`src/hdl/ppu_pkg.sv`:
```
`timescale 1ns / 1ps
package ppu_pkg;

  localparam int PP_MAX   = 64;
  localparam int ADDR_W   = 6;
  localparam int DEPTH    = 64;
  localparam int CNT_W    = 7;
  localparam int LANES    = 5;
  localparam int LANE_W   = 3;
  localparam int DIV_STEP = 16;

  typedef struct packed {
    logic        func;
    logic [15:0] life;
    logic [47:0] start_position;
    logic [47:0] start_velocity;
    logic [47:0] acceleration;
    logic [15:0] first_scale;
    logic [15:0] final_scale;
    logic [31:0] first_color;
    logic [31:0] final_color;
  } in_t;

  typedef struct packed {
    logic [47:0] out_position;
    logic [15:0] out_scale;
    logic [31:0] out_color;
    logic        last;
  } out_t;

  // one pool entry as kept in the record memory
  typedef struct packed {
    logic [47:0] pos;
    logic [47:0] vel;
    logic [47:0] acc;
    logic [15:0] life;
    logic [15:0] age;
    logic [31:0] scale_pair;
    logic [63:0] color_pair;
  } rec_t;

  // queue head as seen by the back end
  typedef struct packed {
    logic valid;
    logic tick;
  } q_ctl_t;

  // back end status for checks
  typedef struct packed {
    logic             idle;
    logic [CNT_W-1:0] live_cnt;
  } stat_t;

  function automatic logic [15:0] sat_add16(input logic [15:0] a, input logic [15:0] b);
    logic [16:0] s;
    s = {a[15], a} + {b[15], b};
    if (s[16] != s[15]) begin
      return s[16] ? 16'h8000 : 16'h7fff;
    end
    return s[15:0];
  endfunction

  function automatic logic [47:0] sat_add_vec(input logic [47:0] a, input logic [47:0] b);
    logic [47:0] r;
    for (int k = 0; k < 3; k++) begin
      r[16*k +: 16] = sat_add16(a[16*k +: 16], b[16*k +: 16]);
    end
    return r;
  endfunction

endpackage

```
`src/hdl/ppu_front.sv`:
```
`timescale 1ns / 1ps
// accepts items into a two-entry queue and tags each as add or tick
module ppu_front (
  input  logic            clk,
  input  logic            rst_n,
  input  logic            start,
  output logic            busy,
  input  ppu_pkg::in_t    in_item,
  input  logic            pop,
  output ppu_pkg::q_ctl_t q_ctl,
  output ppu_pkg::in_t    q_item
);
  import ppu_pkg::*;

  in_t        q_mem_r [2];
  logic       wr_ptr_r, rd_ptr_r;
  logic [1:0] fill_r;
  logic       push, do_pop;

  assign busy       = (fill_r == 2'd2);
  assign push       = start && !busy;
  assign do_pop     = pop && (fill_r != 2'd0);
  assign q_ctl.valid = (fill_r != 2'd0);
  assign q_ctl.tick  = q_item.func;
  assign q_item      = q_mem_r[rd_ptr_r];

  // queue storage
  always_ff @(posedge clk) begin
    if (push) begin
      q_mem_r[wr_ptr_r] <= in_item;
    end
  end

  // queue pointers
  always_ff @(posedge clk) begin
    if (!rst_n) begin
      wr_ptr_r <= 1'b0;
      rd_ptr_r <= 1'b0;
      fill_r   <= 2'd0;
    end else begin
      if (push) begin
        wr_ptr_r <= !wr_ptr_r;
      end
      if (do_pop) begin
        rd_ptr_r <= !rd_ptr_r;
      end
      fill_r <= 2'(fill_r + {1'b0, push} - {1'b0, do_pop});
    end
  end

endmodule

```
`config.mk`:
```
export PLATFORM = sky130hd
export DESIGN_NAME = ppu_front
export DESIGN_NICKNAME = d
export VERILOG_FILES = /design/src/hdl/ppu_pkg.sv /design/src/hdl/ppu_front.sv
export SDC_FILE = /design/constraint.sdc
export NUM_CORES = 1
export LEC_CHECK = 0
export ABC_AREA = 1
export BUFFER_PORTS_ARGS = -buffer_cell sky130_fd_sc_hd__buf_2
export CAP_MARGIN = 30
export CORE_UTILIZATION = 41
export CTS_BUF_LIST = sky130_fd_sc_hd__clkbuf_4 sky130_fd_sc_hd__clkbuf_8
export DETAILED_ROUTE_END_ITERATION = 6
export GPL_ROUTABILITY_DRIVEN = 1
export PLACE_DENSITY = 0.7
export SYNTH_ARGS = -nofsm -noshare
export SYNTH_HDL_FRONTEND = slang
export SYNTH_SLANG_ARGS = --single-unit
```
`constraint.sdc`:
```
create_clock -name clk -period 21.5 [get_ports clk]
set_input_delay 1.075 -clock clk [delete_from_list [all_inputs] [get_ports clk]]
set_output_delay 1.075 -clock clk [all_outputs]
set_load 0.005 [all_outputs]
```
[Word level (Yosys, flattened, before mapping)]
Memory sizes are Yosys's and may differ from the RTL's. A register that Yosys moved wholly into a read port is not among the register bits.
Cells that the tools add are included.
Word-level totals
  output and inout port bits: 260
  register bits: 4
  memories kept: 1
  memory bits (writable): 514
  word-level logic and storage cells: 17
Memories
  q_mem_r: words 2, bits a word 257, read ports 1, clocked after Yosys merged registers in 1, write ports 1, line ppu_front.sv:15  | in_t q_mem_r [2];
Operators by class
  reduce and logical (&&, ||, !) cells: 6
  multiplexer cells: 4
  add/sub/neg operators: 2
  equality and inequality tests: 1
Operators with widths (number)
  $mux 1: 4
  $logic_not 1->1: 3
  $add 2x1->2: 1
  $eq 2x2->1 const B: 1
  $logic_and 1x1->1: 2
  $reduce_bool 2->1: 1
  $sub 2x1->2: 1

[Depth between registers and ports, before layout]
Gate-level depths: netlist (run 1).
  word-level depth: 5
  depth in mapped cells: 11
  gate-level depth less buffers: 11

[Worst setup path after synthesis (run 1)]
Ideal clock, no wire load.
  path kind: input to register
  from: in start
  to: mem q_mem_r[0][0] (netlist bit) (enable)
  cell stages on the path: 2
  required time: 20.621 ns
  buffers on the path: 0
  arrival time: 11.789 ns
  path slack: 8.832 ns
  cell sequence: nand2_1 nor2_1
Between the ends
  cells in the longest elaborated chain, start to end: 3
Ends and longest elaborated chain
  start: declaration: line ppu_front.sv:6  | input logic start,
  $logic_and 1x1->1: line ppu_front.sv:21  | assign push = start && !busy;
  $mux 1: line ppu_front.sv:29  | if (push) begin
  $mux 1 (not written as such): line ppu_front.sv:30  | q_mem_r[wr_ptr_r] <= in_item;
  end: declaration: line ppu_front.sv:15
Every way passes these cells.

==> metrics.txt, run 1 <==
outcome=finished, final reports clean; initial antenna violation count=9; Final period util=a little under a quarter; count of different cell masters after synthesis=15; Synth top area share=77.9%; leak pwr=9.65 nW; Arr. time, crit path=3810 ps; syn nets=1101; Inserted Clock Buffers=85; largest net degree at the start of global routing=between 100 and 150; final cell count without fillers=2109; Setup Buffers After CTS=0; CTS tree=done; Main synth FF type=edfxtp_1; die width=222 um; row count=80; Clk Latency, worst-skew pair=660 ps; register clock-pin slew on the reported worst setup and hold paths=60 ps; Final Wtd Congestion=0.837; vias in the first global route=between 10000 and 15000; Design Area, Final=24500 sq um; most frequent cell after synthesis=edfxtp_1; clock skew after layout=40.7 ps; area grow syn2layout=23.9%; share of post-route cells with drive strength above 1=between 60% and 70%; fin. max-slew vios=0; hpwl dp=approximately 28 mm; critical path's largest stage delay=920 ps; GR Overflow Total=0; crit path kind=reg -> out; Critical Path Slowest Stage Cell=dfxtp_4; per-cell routed wire length=19.6 um; gr usage total=approximately 16%; Gate Count Post-Synth=838; Pre-Repair DR Iteration Count=4; nets=~1700; DR iter-0 viols=approximately 420; top cells by area, synth=edfxtp_1 (78%), mux2_4 (17%), mux2_2 (1.5%); FF+latch count, synth=519; Slew headroom=33.3%; Top delay family on crit path=buffers and inverters; area of the core=47700 sq um; final setup fails=0; Post-synth top cells=edfxtp_1 (514), mux2_4 (230), mux2_2 (27); H-Tree Depth=3; VDD IR max=roughly 88 uV; pwr dens=113 nW/um^2; crit path cell chain=buf_4 -> buf_16 -> buf_4 -> mux2_4 -> buf_2; mean post-synth cell area=23.6 sq um; max_cap viols=0; Critical Path Start Type=flop; Worst EP required=20430 ps; Final ANT Viol Nets=0; Finished Core Util=51.4%; drt total wl=41.3 mm; routed vias=9919; Cell Count Post-Placement=1953; Syn. warnings=0; sequential fraction of the synthesis area=between 70% and 80%; die span in y=around 220 um; setup TNS=0 ps; Initial Util=41.5%; Slew @ Worst Pin=~1000 ps; Post-synth EDFFs=514; Synth async-reset ratio=0%; Fmax=205 MHz; # port buffers=520; Buffers & Inverters on Critical Path=4; most frequent CP cell=buf_4; vias per cell=4.70; Final Hold Viols=0; Tot Pwr=2.78 mW; detailed-route DRC error count=0; Hold WC Path Type=reg -> reg; leading area contributor after synthesis=edfxtp_1; placed cell area=22900 sq um; cts hold-fix bufs=0; first-pass GRT wire length=around 60 mm; # IOs=521; CTS Sinks=519; Post-CTS Resized=0; Die ar.=49200 sq um; post-layout min period=4890 ps; Worst Path Max Fanout=55; Crit. End Element=output pin; RSZ-0062 raised after global routing=false; mapped cell area=between 15000 and 20000 sq um; clock buffer depth=3; root buf cell=clkbuf_8
## registers in the layout (all words and copies together) (netlist names), named ones only
register	flops
rd_ptr_r	1
q_mem_r	514
fill_r	2
wr_ptr_r	1
## per-layer routing
| layer | share of wire (%) | vias up | GRT usage (%) |
|---|---|---|---|
| li1 | - | 4521 | - |
| met1 | 37 | 4928 | 17.3 |
| met2 | 53 | 393 | 28.7 |
| met3 | 7.5 | 71 | 6.20 |
| met4 | 2.0 | 6 | 6.68 |
| met5 | 0.082 | - | 0 |
## metrics by stage
stage	hold slack, ps	worst slack, ps
after CTS	521	16460
after global placement	495	17020
after floorplan	467	8830
final	524	16610
after detailed placement	503	16940
after global routing	528	16390
## final timing paths
check | startpoint | endpoint | slack (ps) | cells after the start
worst max-delay path | flop | q_item[164] | 16610 | 5
worst min register to register | rd_ptr_r | flop | 520 | 2
worst min-delay path | rd_ptr_r | flop | 520 | 2
worst max register to register | fill_r[0] | q_mem_r[0][183] | 17630 | 7
## where the power goes
group          internal [mW]  total, mW  switching, mW
Sequential              1.28       1.34         0.0516
Combinational          0.347      0.643          0.297
Clock                  0.426      0.800          0.374
Total                   2.06       2.78          0.722
## kinds of logic after synthesis
family	after synthesis	synth area share (%)
DFF	519	78.4
buffers and inverters	38	2.03
muxes	257	19.0
AOI/OAI and AO/OA	2	0.0505
adders and majority gates	2	0.126
and+or+nand+nor	20	0.398
## layout by cell type, fill, tap and decap left out, types with 2 or more instances in the layout
| cell | count |
|---|---|
| a21oi_1 | 2 |
| nand3_1 | 3 |
| clkinvlp_4 | 3 |
| mux2_4 | 230 |
| inv_8 | 4 |
| clkinv_2 | 8 |
| clkbuf_4 | 30 |
| clkbuf_8 | 86 |
| nor2_1 | 7 |
| nand2_1 | 9 |
| dfxtp_1 | 4 |
| inv_1 | 7 |
| clkinv_1 | 20 |
| edfxtp_1 | 514 |
| diode_2 | 5 |
| mux2_2 | 27 |
| buf_2 | 520 |
| ha_1 | 2 |
| buf_4 | 8 |
## final cells by class
cell class | instances | area, sq um
clock inverter | 35 | 180
clock buffer | 116 | 1410
multi-input combinational | 281 | 3880
inverter | 8 | 37.5
fill | 3838 | 23200
timing repair buffer | 530 | 2710
sequential | 519 | 15500
tap | 615 | 769
antenna | 5 | 12.5
## worst register-to-register path: cells and delay by family, from the launching register on
| kind | cells | cell delay (ps) |
|---|---|---|
| buffers and inverters | 4 | 2510 |
| DFF | 1 | 360 |
| and+or+nand+nor | 3 | 540 |
No activity file was read; power rests on OpenSTA's default activity.
==> inputs of run 2 (changes only) <==
Clock period 21.5 ns to 4.9 ns, I/O delays scaled along.
==> run 2 against run 1 <==
  * Combinational power rose to 4.8 times the previous value
  * Critical endpoint is now q_item[80]
  * First-iteration DRC count up 57%
  * Setup slack worse by 15000 ps
==> metrics.txt, run 2 (synthesized netlist as in run 1, its figures left out) <==
final setup fails=0; reg2reg setup slack=2400 ps; worst min-delay path endpoint=q_mem_r[0][3]; # IOs=521; setup TNS=0 ps; GR Overflow Total=0; area occupied by multi-input gates=slightly below 4000 sq um; Slew headroom=38.9%; Clk Latency, worst-skew pair=660 ps; share of post-route cells with drive strength above 1=52.8%; most common cell after layout, fill and taps aside=buf_2; # port buffers=520; Critical Path Slowest Stage Cell=dfxtp_4; initial antenna violation count=1; vias per cell=around 4.6; clock skew after layout=37.7 ps; commonest cells after routing, fill and taps aside=buf_2 (520), edfxtp_1 (514), dlygate4sd3_1 (260); worst setup margin=1880 ps; Die ar.=49200 sq um; drt total wl=between 40 and 50 mm; row count=80; Inserted Clock Buffers=85; clock buffer depth=3; routed vias=10979; fin. max-slew vios=0; Initial Util=between 40 and 50%; DR iter-0 viols=663; Register Area=15500 sq um; share of power burned in registers=46.6%; Final period util=61.5%; largest net degree at the start of global routing=roughly 120; sw frac=between 20% and 30%; first-pass GRT wire length=67.1 mm; Pre-Repair DR Iteration Count=4; nets=~2000; Fmax=332 MHz; die span in y=222 um; die width=222 um; vias in the first global route=12267; per-cell routed wire length=18.6 um; crit path kind=reg -> out; hpwl dp=26.9 mm; Critical Path Start Type=flop; Worst EP required=4660 ps; Top reg by flops=q_mem_r; R2R Path End=q_mem_r[0][80]; area of the core=47700 sq um; worst reg2reg path startpoint=fill_r[0]; worst r2r path cells=5; H-Tree Depth=3; gr usage total=17.8%; Net Sw Power=between 3 and 4 mW; Largest regs=q_mem_r (514), fill_r (2); max_cap viols=0; # fillers=3526; Final Wtd Congestion=between 0.7 and 0.8; Slew @ Worst Pin=916 ps; CTS Sinks=519; Arr. time, crit path=approximately 2800 ps; Largest register FFs=514; outcome=finished, final reports clean; RSZ-0062 raised after global routing=false; Final Hold Viols=0; Hold WC Path Type=in -> reg; Worst Path Max Fanout=69; detailed-route DRC error count=0; CTS tree=done; post-layout min period=3020 ps; Internal Pwr Total=9.24 mW; leak pwr=10.8 nW; Clock power frac=28.8%; min-delay src=in_item[3]; Post-CTS Resized=0; critical path's largest stage delay=around 950 ps; Final ANT Viol Nets=0; root buf cell=clkbuf_8; register clock-pin slew on the reported worst setup and hold paths=60 ps; Comb pwr share=24.6%; VDD IR max=404 uV; pwr dens=460 nW/um^2; Crit. End Element=output pin; area grow syn2layout=37.6%; Place WS=2490 ps; hold path depth=2; crit path cell chain=buf_12 -> mux2_4 -> buf_2
run 2: cell types whose count changed in the layout (fill, tap and decap cells not counted):
cell           before  now
dlygate4sd3_1       0  260
buf_12              1    7
clkbuf_8           86   92
clkinv_2            8   12
diode_2             5    1
inv_8               4    0
clkbuf_4           30   27
buf_16              1    0
buf_4               8    7
clkinvlp_4          3    2
inv_6               1    2
run 2: metal layers:
metal  vias to the layer above  GRT usage (%)  wire (um)
met5                         -              0          0
met3                        99           5.47       3240
met1                      5399           19.3      16400
met4                         0           8.89       1550
met2                       442           31.4      23000
li1                       5039              -          -
run 2: critical path, delay by kind of cell, from the launching register on:
family | cells | cell delay (ps)
DFF | 1 | 950
muxes | 1 | 380
buffers and inverters | 2 | 580
run 2: cell type report:
cell class	instances	area share, %
Sequential cell	519	57.0
Timing Repair Buffer	794	19.8
Multi-Input combinational cell	281	14.2
Clock buffer	119	5.39
Tap cell	615	2.82
Clock inverter	35	0.588
Inverter	8	0.124
Antenna cell	1	0.00918
run 2: worst max path at each step:
| stage | startpoint | end | slack, ps | cells past startpoint |
|---|---|---|---|---|
| detailed placement | fill_r[0] | q_mem_r[0][73] | 2490 | 5 |
| floorplan | fill_r[0] | q_mem_r[0][0] | 80 | 4 |
| CTS | flop | q_item[14] | 1780 | 3 |
| global route | flop | q_item[3] | 1710 | 3 |
| global placement | fill_r[0] | q_mem_r[0][82] | 2540 | 5 |
| finish | flop | q_item[80] | 1880 | 3 |
run 2: stage by stage:
step | util [%] | power [mW] | area (sq um) | instances | hold slack (ps)
2_1_floorplan | - | 7.82 | 19800 | 838 | 338
3_3_place_gp | 48.2 | 8.76 | 23000 | 1957 | 432
3_5_place_dp | 48.2 | 8.82 | 23000 | 1957 | 436
4_1_cts | 57.1 | 12.6 | 27200 | 2371 | 213
5_1_grt | 57.1 | 13.0 | 27200 | 2372 | 252
6_report | 57.1 | 12.5 | 27200 | 2372 | 299
run 2: repair_timing:
item,4_1_cts,5_1_grt
buffers inserted,0,0
endpoints found under the setup margin,0,0
hold buffers,260,0
hold endpoints to repair,519,0
run 2: power by group through the flow:
stage          Clock [mW]  Sequential [mW]  Combinational (mW)
2_1_floorplan           0             5.90                1.92
5_1_grt              3.89             5.88                3.28
6_report             3.61             5.84                3.08
4_1_cts              3.70             5.84                3.08
3_5_place_dp            0             5.92                2.90
3_3_place_gp            0             5.88                2.87
==> inputs of run 3 (changes only) <==
Clock period 4.9 ns to 3.1 ns, I/O delays scaled along.
==> run 3 against run 2 <==
  * Sequential power rose by 58%
  * Routed wire length rose by 1.8%
  * Cell count barely moved
  * Combinational power rose by 58%
  * Critical path type unchanged
  * Register-to-register slack got worse by 1300 ps
  * Clock-buffer cell count rose by 13
  * Global-route usage barely moved
  * Non-clock buffer count fell by 2
  * Sequential share of layout area fell by 0.35 points
  * Sequential cell count did not move
  * Highest routed layer is now met5
  * Largest power group unchanged
  * First-iteration DRC count fell by 23%
  * Largest cell class unchanged
  * Clock power rose by 70%
==> metrics.txt, run 3 (synthesized netlist as in run 1, its figures left out) <==
# IOs=521; Die ar.=around 49000 sq um; area of the core=47700 sq um; GR Overflow Total=0; Crit. End Element=output pin; CTS Sinks=519; hold path depth=2; leak pwr=10.9 nW; Slew @ Worst Pin=about 1100 ps; # port buffers=520; Largest regs=q_mem_r (514), fill_r (2); Cell Count Post-Placement=1955; reg2reg setup slack=1150 ps; vias in the first global route=around 12000; hpwl dp=roughly 27 mm; fin. max-slew vios=0; worst reg2reg path startpoint=fill_r[0]; Inserted Clock Buffers=88; worst r2r path cells=5; CTS tree=done; Clk Latency, worst-skew pair=660 ps; Worst Path Max Fanout=27; drt total wl=approximately 45 mm; DR iter-0 viols=513; Largest register FFs=514; Hold WC Path Type=in -> reg; Slew headroom=28.1%; row count=80; Final Wtd Congestion=0.776; post-layout min period=2550 ps; largest net degree at the start of global routing=155; cts hold-fix bufs=260; area grow syn2layout=38.4%; root buf cell=clkbuf_8; register clock-pin slew on the reported worst setup and hold paths=around 60 ps; Final ANT Viol Nets=0; Top reg by flops=q_mem_r; final setup fails=0; pwr dens=738 nW/um^2; routed vias=11001; critical path's largest stage delay=710 ps; per-cell routed wire length=18.9 um; most common cell after layout, fill and taps aside=buf_2; met2 usage=30.9%; clock buffer depth=3; share of post-route cells with drive strength above 1=53.8%; initial antenna violation count=7; crit path cell chain=buf_4 -> mux2_2 -> buf_2; met1 Resource Use GR=between 10% and 20%; die width=approximately 220 um; RSZ-0062 raised after global routing=false; Final Hold Viols=0; Post-CTS Resized=0; vias per cell=4.63; nets=1953; gr busiest metal=met2; Setup Buffers After CTS=0; H-Tree Depth=3; VDD IR max=509 uV; Initial Util=41.5%; Arr. time, crit path=about 2400 ps; outcome=finished, final reports clean; clock skew after layout=29.9 ps; Final period util=82.3%; first-pass GRT wire length=around 67 mm; commonest cells after routing, fill and taps aside=buf_2 (520), edfxtp_1 (514), dlygate4sd3_1 (260); Finished Core Util=57.4%; max_cap viols=0; worst min-delay path endpoint=q_mem_r[0][11]; R2R Path End=q_mem_r[0][44]; min-delay src=in_item[11]; die span in y=222 um; Critical Path Slowest Stage Cell=dfxtp_4; GR Util met3=6.47%; final cell count without fillers=2374; crit path kind=reg -> out; Pre-Repair DR Iteration Count=6; Worst EP required=2940 ps; Critical Path Start Type=flop; Fmax=392 MHz; detailed-route DRC error count=0; gr usage total=17.8%
run 3: worst max path at each step:
stage	from	end	slack [ps]	cells past startpoint
after detailed placement	flop	q_item[21]	1160	3
after global routing	flop	q_item[17]	380	3
after floorplan	fill_r[0]	q_mem_r[1][0]	-1650	4
final	flop	q_item[17]	550	3
after global placement	flop	q_item[10]	1180	3
after CTS	flop	q_item[23]	410	3
run 3: critical path, delay by kind of cell (launching register included):
family	cells	cell delay, ps
flip-flops	1	710
buffers and inverters	2	610
multiplexers	1	400
run 3: cell type report:
class,count,area (sq um)
clock inverter,22,204
clock buffer,132,1570
inverter,8,33.8
sequential,519,15500
antenna,5,12.5
tap,615,769
timing repair buffer,792,5400
multi-input combinational,281,3890
fill,3494,20300
run 3: per-layer routing:
metal / up-vias / share of wire, %
li1: 5049 / -
met1: 5437 / 38
met2: 420 / 52
met3: 93 / 7.5
met4: 2 / 2.7
met5: - / 0.024
run 3: per-stage QoR:
step	total power, mW	worst slack, ps	setup TNS (ps)	instance area (sq um)	hold WS (ps)
floorplan	12.4	-1650	-841690	19800	248
global placement	13.9	1180	0	23000	342
detailed placement	14.0	1160	0	23000	346
CTS	20.4	411	0	27400	135
global route	21.1	376	0	27400	165
finish	20.2	548	0	27400	222
run 3: where the power goes:
group	internal, mW	total, mW	switching [mW]	leakage (nW)
Combinational	2.65	4.88	2.24	5.08
Clock	3.49	6.15	2.67	0.930
Sequential	8.90	9.21	0.315	4.84
Total	15.0	20.2	5.22	10.9
